## config.mk

```make
export PLATFORM = sky130hd
export DESIGN_NAME = min_max_range_pruning_filter_flat
export DESIGN_NICKNAME = d
export VERILOG_FILES = /design/src/design/mmrpf_pkg.sv /design/src/design/mmrpf_stream_if.sv /design/src/design/mmrpf_cfg.sv /design/src/design/mmrpf_step.sv /design/src/design/min_max_range_pruning_filter.sv /design/src/flat_wrapper.sv
export SDC_FILE = /design/constraint.sdc
export NUM_CORES = 2
export LEC_CHECK = 0
export BUFFER_PORTS_ARGS = -buffer_cell sky130_fd_sc_hd__buf_2
export CAP_MARGIN = 0
export CELL_PAD_IN_SITES_DETAIL_PLACEMENT = 2
export CELL_PAD_IN_SITES_GLOBAL_PLACEMENT = 2
export CORE_AREA = 3 3 336 338
export DETAILED_ROUTE_END_ITERATION = 16
export DIE_AREA = 0 0 339 341
export PLACE_DENSITY = 0.79
export SYNTH_ARGS = -nofsm -noshare
export SYNTH_HDL_FRONTEND = slang
export SYNTH_HIERARCHICAL = 1
export SYNTH_SLANG_ARGS = --single-unit
```

## constraint.sdc

```tcl
create_clock -name clk -period 10.52 [get_ports clk]
set_input_delay 2.104 -clock clk [delete_from_list [all_inputs] [get_ports clk]]
set_output_delay 2.104 -clock clk [all_outputs]
set_load 0.005 [all_outputs]
```

## src/design/mmrpf_pkg.sv

```systemverilog
// Package for the min/max range pruning filter: beat payload types, state and
// predicate structs, error and register codes, and the range match function.
// No dependencies.
`default_nettype none
package mmrpf_pkg;

	localparam int TIME_W      = 64;
	localparam int ROWS_W      = 32;
	localparam int ACC_W       = 64;
	localparam int CNT_W       = 17;
	localparam int IDX_OUT_W   = 16;
	localparam int MODE_W      = 2;
	localparam int CFG_IDX_W   = 3;
	localparam int CFG_DATA_W  = 64;
	localparam int GMAX_W      = 33;

	localparam logic [GMAX_W-1:0] GRANULE_CAP_DEF     = 33'd65536;
	localparam int                ROW_COUNT_BITS_DEF  = 32;
	localparam logic [CNT_W-1:0]  GRANULE_LIMIT_RESET = 17'd65536;

	localparam logic [CFG_IDX_W-1:0] CFG_LOWER_MODE    = 3'd0;
	localparam logic [CFG_IDX_W-1:0] CFG_LOWER_VALUE   = 3'd1;
	localparam logic [CFG_IDX_W-1:0] CFG_UPPER_MODE    = 3'd2;
	localparam logic [CFG_IDX_W-1:0] CFG_UPPER_VALUE   = 3'd3;
	localparam logic [CFG_IDX_W-1:0] CFG_PART_MIN      = 3'd4;
	localparam logic [CFG_IDX_W-1:0] CFG_PART_MAX      = 3'd5;
	localparam logic [CFG_IDX_W-1:0] CFG_GRANULE_LIMIT = 3'd6;

	localparam logic [MODE_W-1:0] MODE_EXCLUSIVE = 2'd1;
	localparam logic [MODE_W-1:0] MODE_INCLUSIVE = 2'd2;

	typedef enum logic [2:0] {
		ERR_NONE     = 3'd0,
		ERR_PART_REV = 3'd1,
		ERR_GRAN_REV = 3'd2,
		ERR_ROW_OVF  = 3'd3,
		ERR_LIMIT    = 3'd4
	} err_t;

	typedef struct packed {
		logic signed [TIME_W-1:0] granule_min;
		logic signed [TIME_W-1:0] granule_max;
		logic [ROWS_W-1:0]        granule_rows;
		logic                     last_granule;
	} in_item_t;

	typedef struct packed {
		logic                 selected;
		logic [IDX_OUT_W-1:0] granule_index;
		logic [2:0]           error_code;
		logic [ACC_W-1:0]     selected_row_total;
		logic [ACC_W-1:0]     skipped_row_total;
		logic [CNT_W-1:0]     skipped_granule_total;
		logic                 final_res;
	} out_item_t;

	typedef struct packed {
		logic                     lo_present;
		logic                     lo_incl;
		logic signed [TIME_W-1:0] lo_value;
		logic                     hi_present;
		logic                     hi_incl;
		logic signed [TIME_W-1:0] hi_value;
		logic                     empty;
	} bounds_t;

	typedef struct packed {
		bounds_t          bounds;
		logic             part_rev;
		logic             part_ok;
		logic [CNT_W-1:0] limit;
	} gate_t;

	typedef struct packed {
		logic [CNT_W-1:0] next_index;
		logic [ACC_W-1:0] sel_acc;
		logic [ACC_W-1:0] skip_acc;
		logic [CNT_W-1:0] skip_cnt;
		err_t             err;
	} state_t;

	// true if a non-reversed range [lo, hi] may meet the predicate
	function automatic logic may_match(bounds_t b, logic signed [TIME_W-1:0] lo,
			logic signed [TIME_W-1:0] hi);
		logic below;
		logic above;
		below = b.lo_present && ((hi < b.lo_value) || (hi == b.lo_value && !b.lo_incl));
		above = b.hi_present && ((b.hi_value < lo) || (lo == b.hi_value && !b.hi_incl));
		return !b.empty && !below && !above;
	endfunction

endpackage
`default_nettype wire

```

## src/design/mmrpf_stream_if.sv

```systemverilog
// Valid/ready stream channel carrying one payload per beat.
// Payload type is a parameter; no other dependencies.
`default_nettype none
interface mmrpf_stream_if #(parameter type payload_t = logic) ();
	logic     valid;
	logic     ready;
	payload_t payload;

	modport source(output valid, output payload, input ready);
	modport sink(input valid, input payload, output ready);
endinterface
`default_nettype wire

```

## src/design/mmrpf_cfg.sv

```systemverilog
// Configuration registers and the derived predicate and part gate.
// Depends on mmrpf_pkg.
`default_nettype none
module mmrpf_cfg (
	input  wire logic                            clk,
	input  wire logic                            arst_n,
	input  wire logic                            cfg_we,
	input  wire logic [mmrpf_pkg::CFG_IDX_W-1:0] cfg_index,
	input  wire logic [mmrpf_pkg::CFG_DATA_W-1:0] cfg_wdata,
	output mmrpf_pkg::gate_t                     gate
);
	import mmrpf_pkg::*;

	logic [MODE_W-1:0]        lower_mode_q;
	logic signed [TIME_W-1:0] lower_value_q;
	logic [MODE_W-1:0]        upper_mode_q;
	logic signed [TIME_W-1:0] upper_value_q;
	logic signed [TIME_W-1:0] part_min_q;
	logic signed [TIME_W-1:0] part_max_q;
	logic [CNT_W-1:0]         granule_limit_q;

	bounds_t bnd;

	always_ff @(posedge clk or negedge arst_n) begin
		if (!arst_n) begin
			lower_mode_q    <= '0;
			lower_value_q   <= '0;
			upper_mode_q    <= '0;
			upper_value_q   <= '0;
			part_min_q      <= '0;
			part_max_q      <= '0;
			granule_limit_q <= GRANULE_LIMIT_RESET;
		end else if (cfg_we) begin
			case (cfg_index)
				CFG_LOWER_MODE:    lower_mode_q    <= cfg_wdata[MODE_W-1:0];
				CFG_LOWER_VALUE:   lower_value_q   <= cfg_wdata[TIME_W-1:0];
				CFG_UPPER_MODE:    upper_mode_q    <= cfg_wdata[MODE_W-1:0];
				CFG_UPPER_VALUE:   upper_value_q   <= cfg_wdata[TIME_W-1:0];
				CFG_PART_MIN:      part_min_q      <= cfg_wdata[TIME_W-1:0];
				CFG_PART_MAX:      part_max_q      <= cfg_wdata[TIME_W-1:0];
				CFG_GRANULE_LIMIT: granule_limit_q <= cfg_wdata[CNT_W-1:0];
				default: ;
			endcase
		end
	end

	always_comb begin
		bnd.lo_present = (lower_mode_q == MODE_EXCLUSIVE) || (lower_mode_q == MODE_INCLUSIVE);
		bnd.lo_incl    = (lower_mode_q == MODE_INCLUSIVE);
		bnd.lo_value   = lower_value_q;
		bnd.hi_present = (upper_mode_q == MODE_EXCLUSIVE) || (upper_mode_q == MODE_INCLUSIVE);
		bnd.hi_incl    = (upper_mode_q == MODE_INCLUSIVE);
		bnd.hi_value   = upper_value_q;
		if (lower_value_q != upper_value_q)
			bnd.empty = bnd.lo_present && bnd.hi_present && (upper_value_q < lower_value_q);
		else
			bnd.empty = bnd.lo_present && bnd.hi_present && !(bnd.lo_incl && bnd.hi_incl);
	end

	always_comb begin
		gate.bounds   = bnd;
		gate.part_rev = (part_max_q < part_min_q);
		gate.part_ok  = may_match(bnd, part_min_q, part_max_q);
		gate.limit    = granule_limit_q;
	end
endmodule
`default_nettype wire

```

## src/design/mmrpf_step.sv

```systemverilog
// Per-granule evaluation: limit and reversal checks, range test, row
// accumulation with overflow check, sticky error and end-of-part clear.
// Depends on mmrpf_pkg.
`default_nettype none
module mmrpf_step #(
	parameter logic [mmrpf_pkg::GMAX_W-1:0] GRANULE_CAP    = mmrpf_pkg::GRANULE_CAP_DEF,
	parameter int                           ROW_COUNT_BITS = mmrpf_pkg::ROW_COUNT_BITS_DEF
) (
	input  mmrpf_pkg::in_item_t  item,
	input  mmrpf_pkg::state_t    st,
	input  mmrpf_pkg::gate_t     gate,
	output mmrpf_pkg::out_item_t res,
	output mmrpf_pkg::state_t    nst
);
	import mmrpf_pkg::*;

	localparam int RB = (ROW_COUNT_BITS < ROWS_W) ? ROW_COUNT_BITS : ROWS_W;

	logic [ACC_W-1:0] rows;
	logic [ACC_W-1:0] acc;
	logic [ACC_W:0]   sum;
	logic             limit_hit;
	logic             sel;
	err_t             e;
	state_t           upd;

	assign rows = ACC_W'(item.granule_rows[RB-1:0]);
	assign limit_hit = (st.next_index >= gate.limit) ||
		({{(GMAX_W-CNT_W){1'b0}}, st.next_index} >= GRANULE_CAP);

	always_comb begin
		upd = st;
		sel = 1'b0;
		e   = ERR_NONE;
		acc = '0;
		sum = '0;
		if (st.err == ERR_NONE) begin
			if (limit_hit)
				e = ERR_LIMIT;
			else if (gate.part_rev)
				e = ERR_PART_REV;
			else if (gate.part_ok && (item.granule_max < item.granule_min))
				e = ERR_GRAN_REV;
			else
				sel = gate.part_ok && may_match(gate.bounds, item.granule_min, item.granule_max);
			acc = sel ? st.sel_acc : st.skip_acc;
			sum = {1'b0, acc} + {1'b0, rows};
			if (e == ERR_NONE) begin
				if (sum[ACC_W]) begin
					e = ERR_ROW_OVF;
				end else if (sel) begin
					upd.sel_acc = sum[ACC_W-1:0];
				end else begin
					upd.skip_acc = sum[ACC_W-1:0];
					upd.skip_cnt = st.skip_cnt + CNT_W'(1);
				end
			end
			if (e != ERR_NONE) begin
				upd.err = e;
				sel     = 1'b0;
			end
		end
		if (st.next_index != {CNT_W{1'b1}})
			upd.next_index = st.next_index + CNT_W'(1);

		res.selected              = sel;
		res.granule_index         = st.next_index[IDX_OUT_W-1:0];
		res.error_code            = upd.err;
		res.selected_row_total    = upd.sel_acc;
		res.skipped_row_total     = upd.skip_acc;
		res.skipped_granule_total = upd.skip_cnt;
		res.final_res             = item.last_granule;

		if (item.last_granule)
			nst = '{next_index: '0, sel_acc: '0, skip_acc: '0, skip_cnt: '0, err: ERR_NONE};
		else
			nst = upd;
	end
endmodule
`default_nettype wire

```

## src/design/min_max_range_pruning_filter.sv

```systemverilog
// Zone-map min/max pruning filter, top level.
// Depends on mmrpf_pkg, mmrpf_stream_if, mmrpf_cfg and mmrpf_step.
//
// Usage:
//   granules: sink channel, one granule descriptor per beat (min, max, rows, last).
//   results:  source channel, exactly one result beat per granule, in order.
//   cfg_we/cfg_index/cfg_wdata: register writes, taken on any edge with cfg_we
//   high; write only while no granule is in flight.
// Timing:
//   Input register, then one combinational evaluation into the result register.
//   A granule beat taken into the input register is evaluated into the result
//   register, which offers it as a result beat. Throughput is one granule per
//   cycle unless results stalls; the running totals update in the same cycle
//   as the test. When results stalls, the result register holds its beat and
//   the input register holds one more granule; granules.ready then drops until
//   results takes a beat.
// Reset:
//   arst_n clears both stages, the counters, totals and sticky error; registers
//   return to their reset values (granule_limit 65536, others 0).
//   All counters and the error also clear after the result of a last granule.
`default_nettype none
module min_max_range_pruning_filter #(
	parameter logic [mmrpf_pkg::GMAX_W-1:0] GRANULE_CAP    = mmrpf_pkg::GRANULE_CAP_DEF,
	parameter int                           ROW_COUNT_BITS = mmrpf_pkg::ROW_COUNT_BITS_DEF
) (
	input  wire logic                             clk,
	input  wire logic                             arst_n,
	mmrpf_stream_if.sink                          granules,
	mmrpf_stream_if.source                        results,
	input  wire logic                             cfg_we,
	input  wire logic [mmrpf_pkg::CFG_IDX_W-1:0]  cfg_index,
	input  wire logic [mmrpf_pkg::CFG_DATA_W-1:0] cfg_wdata
);
	import mmrpf_pkg::*;

	gate_t     gate;
	in_item_t  item_s1;
	logic      v_s1;
	out_item_t res_s2;
	logic      v_s2;
	state_t    st_q;
	state_t    nst;
	out_item_t res;
	logic      s2_load;

	mmrpf_cfg u_cfg (
		.clk       (clk),
		.arst_n    (arst_n),
		.cfg_we    (cfg_we),
		.cfg_index (cfg_index),
		.cfg_wdata (cfg_wdata),
		.gate      (gate)
	);

	mmrpf_step #(
		.GRANULE_CAP    (GRANULE_CAP),
		.ROW_COUNT_BITS (ROW_COUNT_BITS)
	) u_step (
		.item (item_s1),
		.st   (st_q),
		.gate (gate),
		.res  (res),
		.nst  (nst)
	);

	assign s2_load         = v_s1 && (!v_s2 || results.ready);
	assign granules.ready  = !v_s1 || s2_load;
	assign results.valid   = v_s2;
	assign results.payload = res_s2;

	always_ff @(posedge clk or negedge arst_n) begin
		if (!arst_n) begin
			v_s1 <= 1'b0;
		end else if (granules.ready) begin
			v_s1 <= granules.valid;
		end
	end

	always_ff @(posedge clk) begin
		if (granules.ready && granules.valid)
			item_s1 <= granules.payload;
	end

	always_ff @(posedge clk or negedge arst_n) begin
		if (!arst_n) begin
			v_s2 <= 1'b0;
		end else if (s2_load) begin
			v_s2 <= 1'b1;
		end else if (results.ready) begin
			v_s2 <= 1'b0;
		end
	end

	always_ff @(posedge clk) begin
		if (s2_load)
			res_s2 <= res;
	end

	always_ff @(posedge clk or negedge arst_n) begin
		if (!arst_n) begin
			st_q <= '{next_index: '0, sel_acc: '0, skip_acc: '0, skip_cnt: '0, err: ERR_NONE};
		end else if (s2_load) begin
			st_q <= nst;
		end
	end

`ifndef ASSERT_OFF
	// input backs up only when both stages are full and the output is stalled
	assert property (@(posedge clk) disable iff (!arst_n)
		!granules.ready |-> (v_s1 && v_s2 && !results.ready))
		else $error("granules.ready low without a full stalled pipeline");

	// end of part clears the counters
	assert property (@(posedge clk) disable iff (!arst_n)
		(s2_load && item_s1.last_granule) |=>
			(st_q.next_index == '0 && st_q.err == ERR_NONE && st_q.skip_cnt == '0))
		else $error("state not cleared after last granule");

	// sticky error holds within a part
	assert property (@(posedge clk) disable iff (!arst_n)
		(s2_load && st_q.err != ERR_NONE && !item_s1.last_granule) |=>
			(st_q.err == $past(st_q.err)))
		else $error("sticky error changed within a part");

	// a selected granule never carries an error
	assert property (@(posedge clk) disable iff (!arst_n)
		results.valid |-> !(results.payload.selected && results.payload.error_code != ERR_NONE))
		else $error("selected beat carries an error code");
`endif
endmodule
`default_nettype wire

```

## src/flat_wrapper.sv

```systemverilog
// flat-port wrapper written by rule: the top's interface ports become plain ports
module min_max_range_pruning_filter_flat import mmrpf_pkg::*;
#(
	parameter logic [mmrpf_pkg::GMAX_W-1:0] GRANULE_CAP    = mmrpf_pkg::GRANULE_CAP_DEF,
	parameter int                           ROW_COUNT_BITS = mmrpf_pkg::ROW_COUNT_BITS_DEF
)
  (clk, arst_n, cfg_we, cfg_index, cfg_wdata, granules_valid, granules_payload, granules_ready, results_valid, results_payload, results_ready);
  mmrpf_stream_if #(.payload_t(in_item_t)) granules_i ();
  mmrpf_stream_if #(.payload_t(out_item_t)) results_i ();
  input  wire logic clk;
  input  wire logic arst_n;
  input  wire logic cfg_we;
  input  wire logic [mmrpf_pkg::CFG_IDX_W-1:0] cfg_index;
  input  wire logic [mmrpf_pkg::CFG_DATA_W-1:0] cfg_wdata;
  input wire logic [$bits(granules_i.valid)-1:0] granules_valid;
  input wire logic [$bits(granules_i.payload)-1:0] granules_payload;
  output wire logic [$bits(granules_i.ready)-1:0] granules_ready;
  output wire logic [$bits(results_i.valid)-1:0] results_valid;
  output wire logic [$bits(results_i.payload)-1:0] results_payload;
  input wire logic [$bits(results_i.ready)-1:0] results_ready;
  assign granules_i.valid = granules_valid;
  assign granules_i.payload = granules_payload;
  assign granules_ready = granules_i.ready;
  assign results_valid = results_i.valid;
  assign results_payload = results_i.payload;
  assign results_i.ready = results_ready;
  min_max_range_pruning_filter #(.GRANULE_CAP(GRANULE_CAP), .ROW_COUNT_BITS(ROW_COUNT_BITS)) u_core (.clk(clk), .arst_n(arst_n), .granules(granules_i), .results(results_i), .cfg_we(cfg_we), .cfg_index(cfg_index), .cfg_wdata(cfg_wdata));
endmodule
```

==> results.py <==
metrics = {
    "timing": {
        "max_slew_margin_pct": 18.3,
        "finalCritPeriodShare_pct": 92.3,
        "finalSetupViolCount": 0,
        "finalSetupTns_ps": 0,
        "fin_hold_ws_ps": 511,
        "max_freq_mhz": 103,
        "final-max-slew-violation-count": 0,
        "post-route-min-period_ps": 9710,
        "hold_viol_final": 0,
        "timing.final.ws_setup_ps": 812,
        "rsz0062_at_grt": "no",
        "skew_ps": 27.8,
        "tightest_slew_ps": 1210,
    },
    "floorplan": {
        "start_util_pct": 40.7,
        "die_w_um": 339,
        "rows": 122,
        "core_um2": 110000,
        "fp.dieH_um": 341,
        "die_area_um2": 116000,
        "ios": 401,
    },
    "power_and_ir_drop": {
        "pwr-share-comb_pct": 33.9,
        "sw_frac_of_total_pct": 35.5,
        "netSwitchingPower_mw": 4.03,
        "power_frac_seq_pct": 36.1,
        "cellLeakagePower_nw": 24.1,
        "peakVddDrop_uv": 138,
        "finalPower_mw": 11.3,
        "clkPwrFrac_pct": 30.0,
        "p_per_area_nw_per_um2": 220,
        "p_int_mw": 7.31,
    },
    "place": {
        "place_area_um2": 48400,
        "place_inst": 5717,
        "place_congestion": 0.843,
        "port_buffers": 400,
        "hpwl_um": 112000,
        "place_ws_ps": 1050,
    },
    "clock_network": {
        "clk_pin_slew_ps": 60,
        "hold_buffers": 0,
        "cts_setup_buffers": 0,
        "clk_path_buf_depth": 3,
        "clock-sinks": 771,
        "cts.htree.levels": 3,
        "cts_resized": 0,
        "cts_buffers": 94,
        "clock_latency_ps": 680,
        "cts_tree": "done",
        "cts_root_buf": "clkbuf_16",
    },
    "critical_path": {
        "worstSetupPathType": "flop to flop",
        "crit_path_max_incr_delay_ps": 1080,
        "worstRegToRegCells": 32,
        "arrival_ps": 10250,
        "cp.required_ps": 11060,
        "cp-end-kind": "flop",
        "slowest_stage": "nor4_1",
        "worstPathMaxFanout": 35,
        "crit_path_start_kind": "flop",
        "crit_buf_inv": 4,
        "cp_top_family": "simple AND/OR/NAND/NOR gates",
        "cp.depth": 32,
    },
    "global_route": {
        "grt_pass1_vias": 37200,
        "grt_start_max_net_pins": 153,
        "track_usage_pct": 26.0,
        "grt_overflow_total": 0,
        "grt_pass1_wl_um": 233000,
        "antenna_found_initial": 33,
    },
    "synth": {
        "syn_nets": 4670,
        "ys_ff_latch": 771,
        "synth-edff-count": 327,
        "ys_warn_count": 6,
        "synthCells": 3937,
        "yosysSeqAreaShare_pct": 46.6,
        "yosysUniqueCellTypes": 92,
        "synth_ff_type": "dfrtp_1",
        "netlist_area_um2": 44900,
        "ys_async_sr_fraction_pct": 57.6,
        "syn_area_per_cell_um2": 11.4,
    },
    "layout": {
        "final_common_cell": "ha_1",
        "final_util_pct": 46.8,
        "final_cell_mix": "ha_1 (499), dfrtp_1 (443), buf_2 (399), edfxtp_1 (327), mux2_2 (311)",
        "nNetsFinal": 5058,
        "drive_gt1_share_pct": 24.3,
        "fin_cells": 5906,
        "design_area_um2": 51600,
        "area_growth_pct": 14.9,
    },
    "route": {
        "vias": 33200,
        "first_pass_iters": 5,
        "viasPerCell": 5.62,
        "wl_um": 152000,
        "routedWlPerCell_um": 25.8,
        "drc": 0,
        "drt_iter0_drc": 1965,
        "postRouteAntennaNets": 0,
    },
    "flow_run": {
        "drv_cap": 0,
    },
    "run_status": {
        "status": "finished clean",
    },
    "worst_hold_path": {
        "min_path_cells": 1,
        "min_path_type": "flop to flop",
    },
}
==> power by group through the flow <==
| stage | registers [mW] | logic [mW] | clock network [mW] |
|---|---|---|---|
| floorplan | 3.98 | 2.49 | 0 |
| global placement | 4.11 | 3.55 | 0 |
| detailed placement | 4.14 | 3.76 | 0 |
| CTS | 4.10 | 3.84 | 3.50 |
| global route | 4.15 | 4.23 | 3.61 |
| finish | 4.09 | 3.84 | 3.41 |
==> state kept, by name, summed over array words and instances, names as in the netlist <==
| register | count |
|---|---|
| u_core/item_s1 | 161 |
| u_core/results.payload | 166 |
| u_core/results.valid | 1 |
| u_core/st_q | 165 |
| u_core/u_cfg/granule_limit_q | 17 |
| u_core/u_cfg/lower_mode_q | 2 |
| u_core/u_cfg/lower_value_q | 64 |
| u_core/u_cfg/part_max_q | 64 |
| u_core/u_cfg/part_min_q | 64 |
| u_core/u_cfg/upper_mode_q | 2 |
| u_core/u_cfg/upper_value_q | 64 |
| u_core/v_s1 | 1 |
==> per-layer routing <==
layer	wire length, um	part of all wire [%]	track usage (%)
met1	66700	44	34.0
met2	74400	49	44.3
met3	5890	3.9	3.88
met4	5140	3.4	8.58
met5	80	0.053	0
==> worst reg2reg max path: cells and delay by family, from the launching register on <==
kind,cells,cell delay [ps]
muxes,4,1350
DFF,1,350
and+or+nand+nor,11,3750
buffers and inverters,4,680
adders and majority gates,3,910
AOI/OAI and AO/OA,10,2540
==> synth_stat cells, drive strengths merged, types with 10 or more instances <==
cell type / number / area share (%)
dfrtp: 443 / 25
o21ai: 206 / 2.3
clkbuf: 77 / 0.64
o21a: 12 / 0.20
edfxtp: 327 / 22
mux2: 450 / 12
o31ai: 12 / 0.20
nor3: 62 / 0.73
and2: 110 / 1.5
ha: 499 / 14
nand4: 119 / 1.7
o21bai: 10 / 0.17
nor2: 115 / 0.98
xor2: 68 / 1.3
a211oi: 26 / 0.47
or3: 10 / 0.14
nand2: 309 / 2.6
or4: 11 / 0.19
nor2b: 39 / 0.54
mux2i: 20 / 0.45
a21o: 102 / 1.7
and3: 33 / 0.46
xnor2: 33 / 0.64
nand2b: 15 / 0.21
a21oi: 198 / 2.2
buf: 64 / 1.1
o211ai: 17 / 0.28
inv: 310 / 2.6
nor4: 38 / 0.60
nand3: 94 / 1.0
==> cell families (layout without fill, tap and decap cells) <==
kind of cell,after synthesis,in the layout,share of synthesized area (%)
AOI/OAI and AO/OA,663,663,9.14
xor gates and xnor gates,101,101,1.97
adders and majority gates,500,500,13.9
buffers and inverters,451,919,4.30
DFF,771,771,46.6
muxes,470,470,12.9
other,0,13,0
and+or+nand+nor,981,981,11.2
==> layout make-up <==
| type | count | area (um^2) |
|---|---|---|
| repair buffers | 433 | 2320 |
| well taps | 1488 | 1860 |
| diodes | 13 | 32.5 |
| clock buffers | 128 | 2710 |
| fillers | 11300 | 58700 |
| flip-flops and latches | 771 | 20900 |
| inverters | 310 | 1160 |
| multi-input cells | 2715 | 22100 |
| clock inverters | 48 | 495 |
==> final timing paths <==
kind                                                       start                          endpoint  slack, ps
worst max-delay path              u_core/u_cfg/lower_value_q[27]                    u_core/st_q[4]        810
worst max register to register    u_core/u_cfg/lower_value_q[27]                    u_core/st_q[4]        810
max in group asynchronous                                 arst_n     u_core/u_cfg/upper_value_q[6]       6770
min in group asynchronous                                 arst_n       u_core/u_cfg/part_max_q[41]       1460
worst min register to register  u_core/u_cfg/granule_limit_q[11]  u_core/u_cfg/granule_limit_q[11]        510
worst min-delay path            u_core/u_cfg/granule_limit_q[11]  u_core/u_cfg/granule_limit_q[11]        510
No activity file was read; power rests on OpenSTA's default activity.
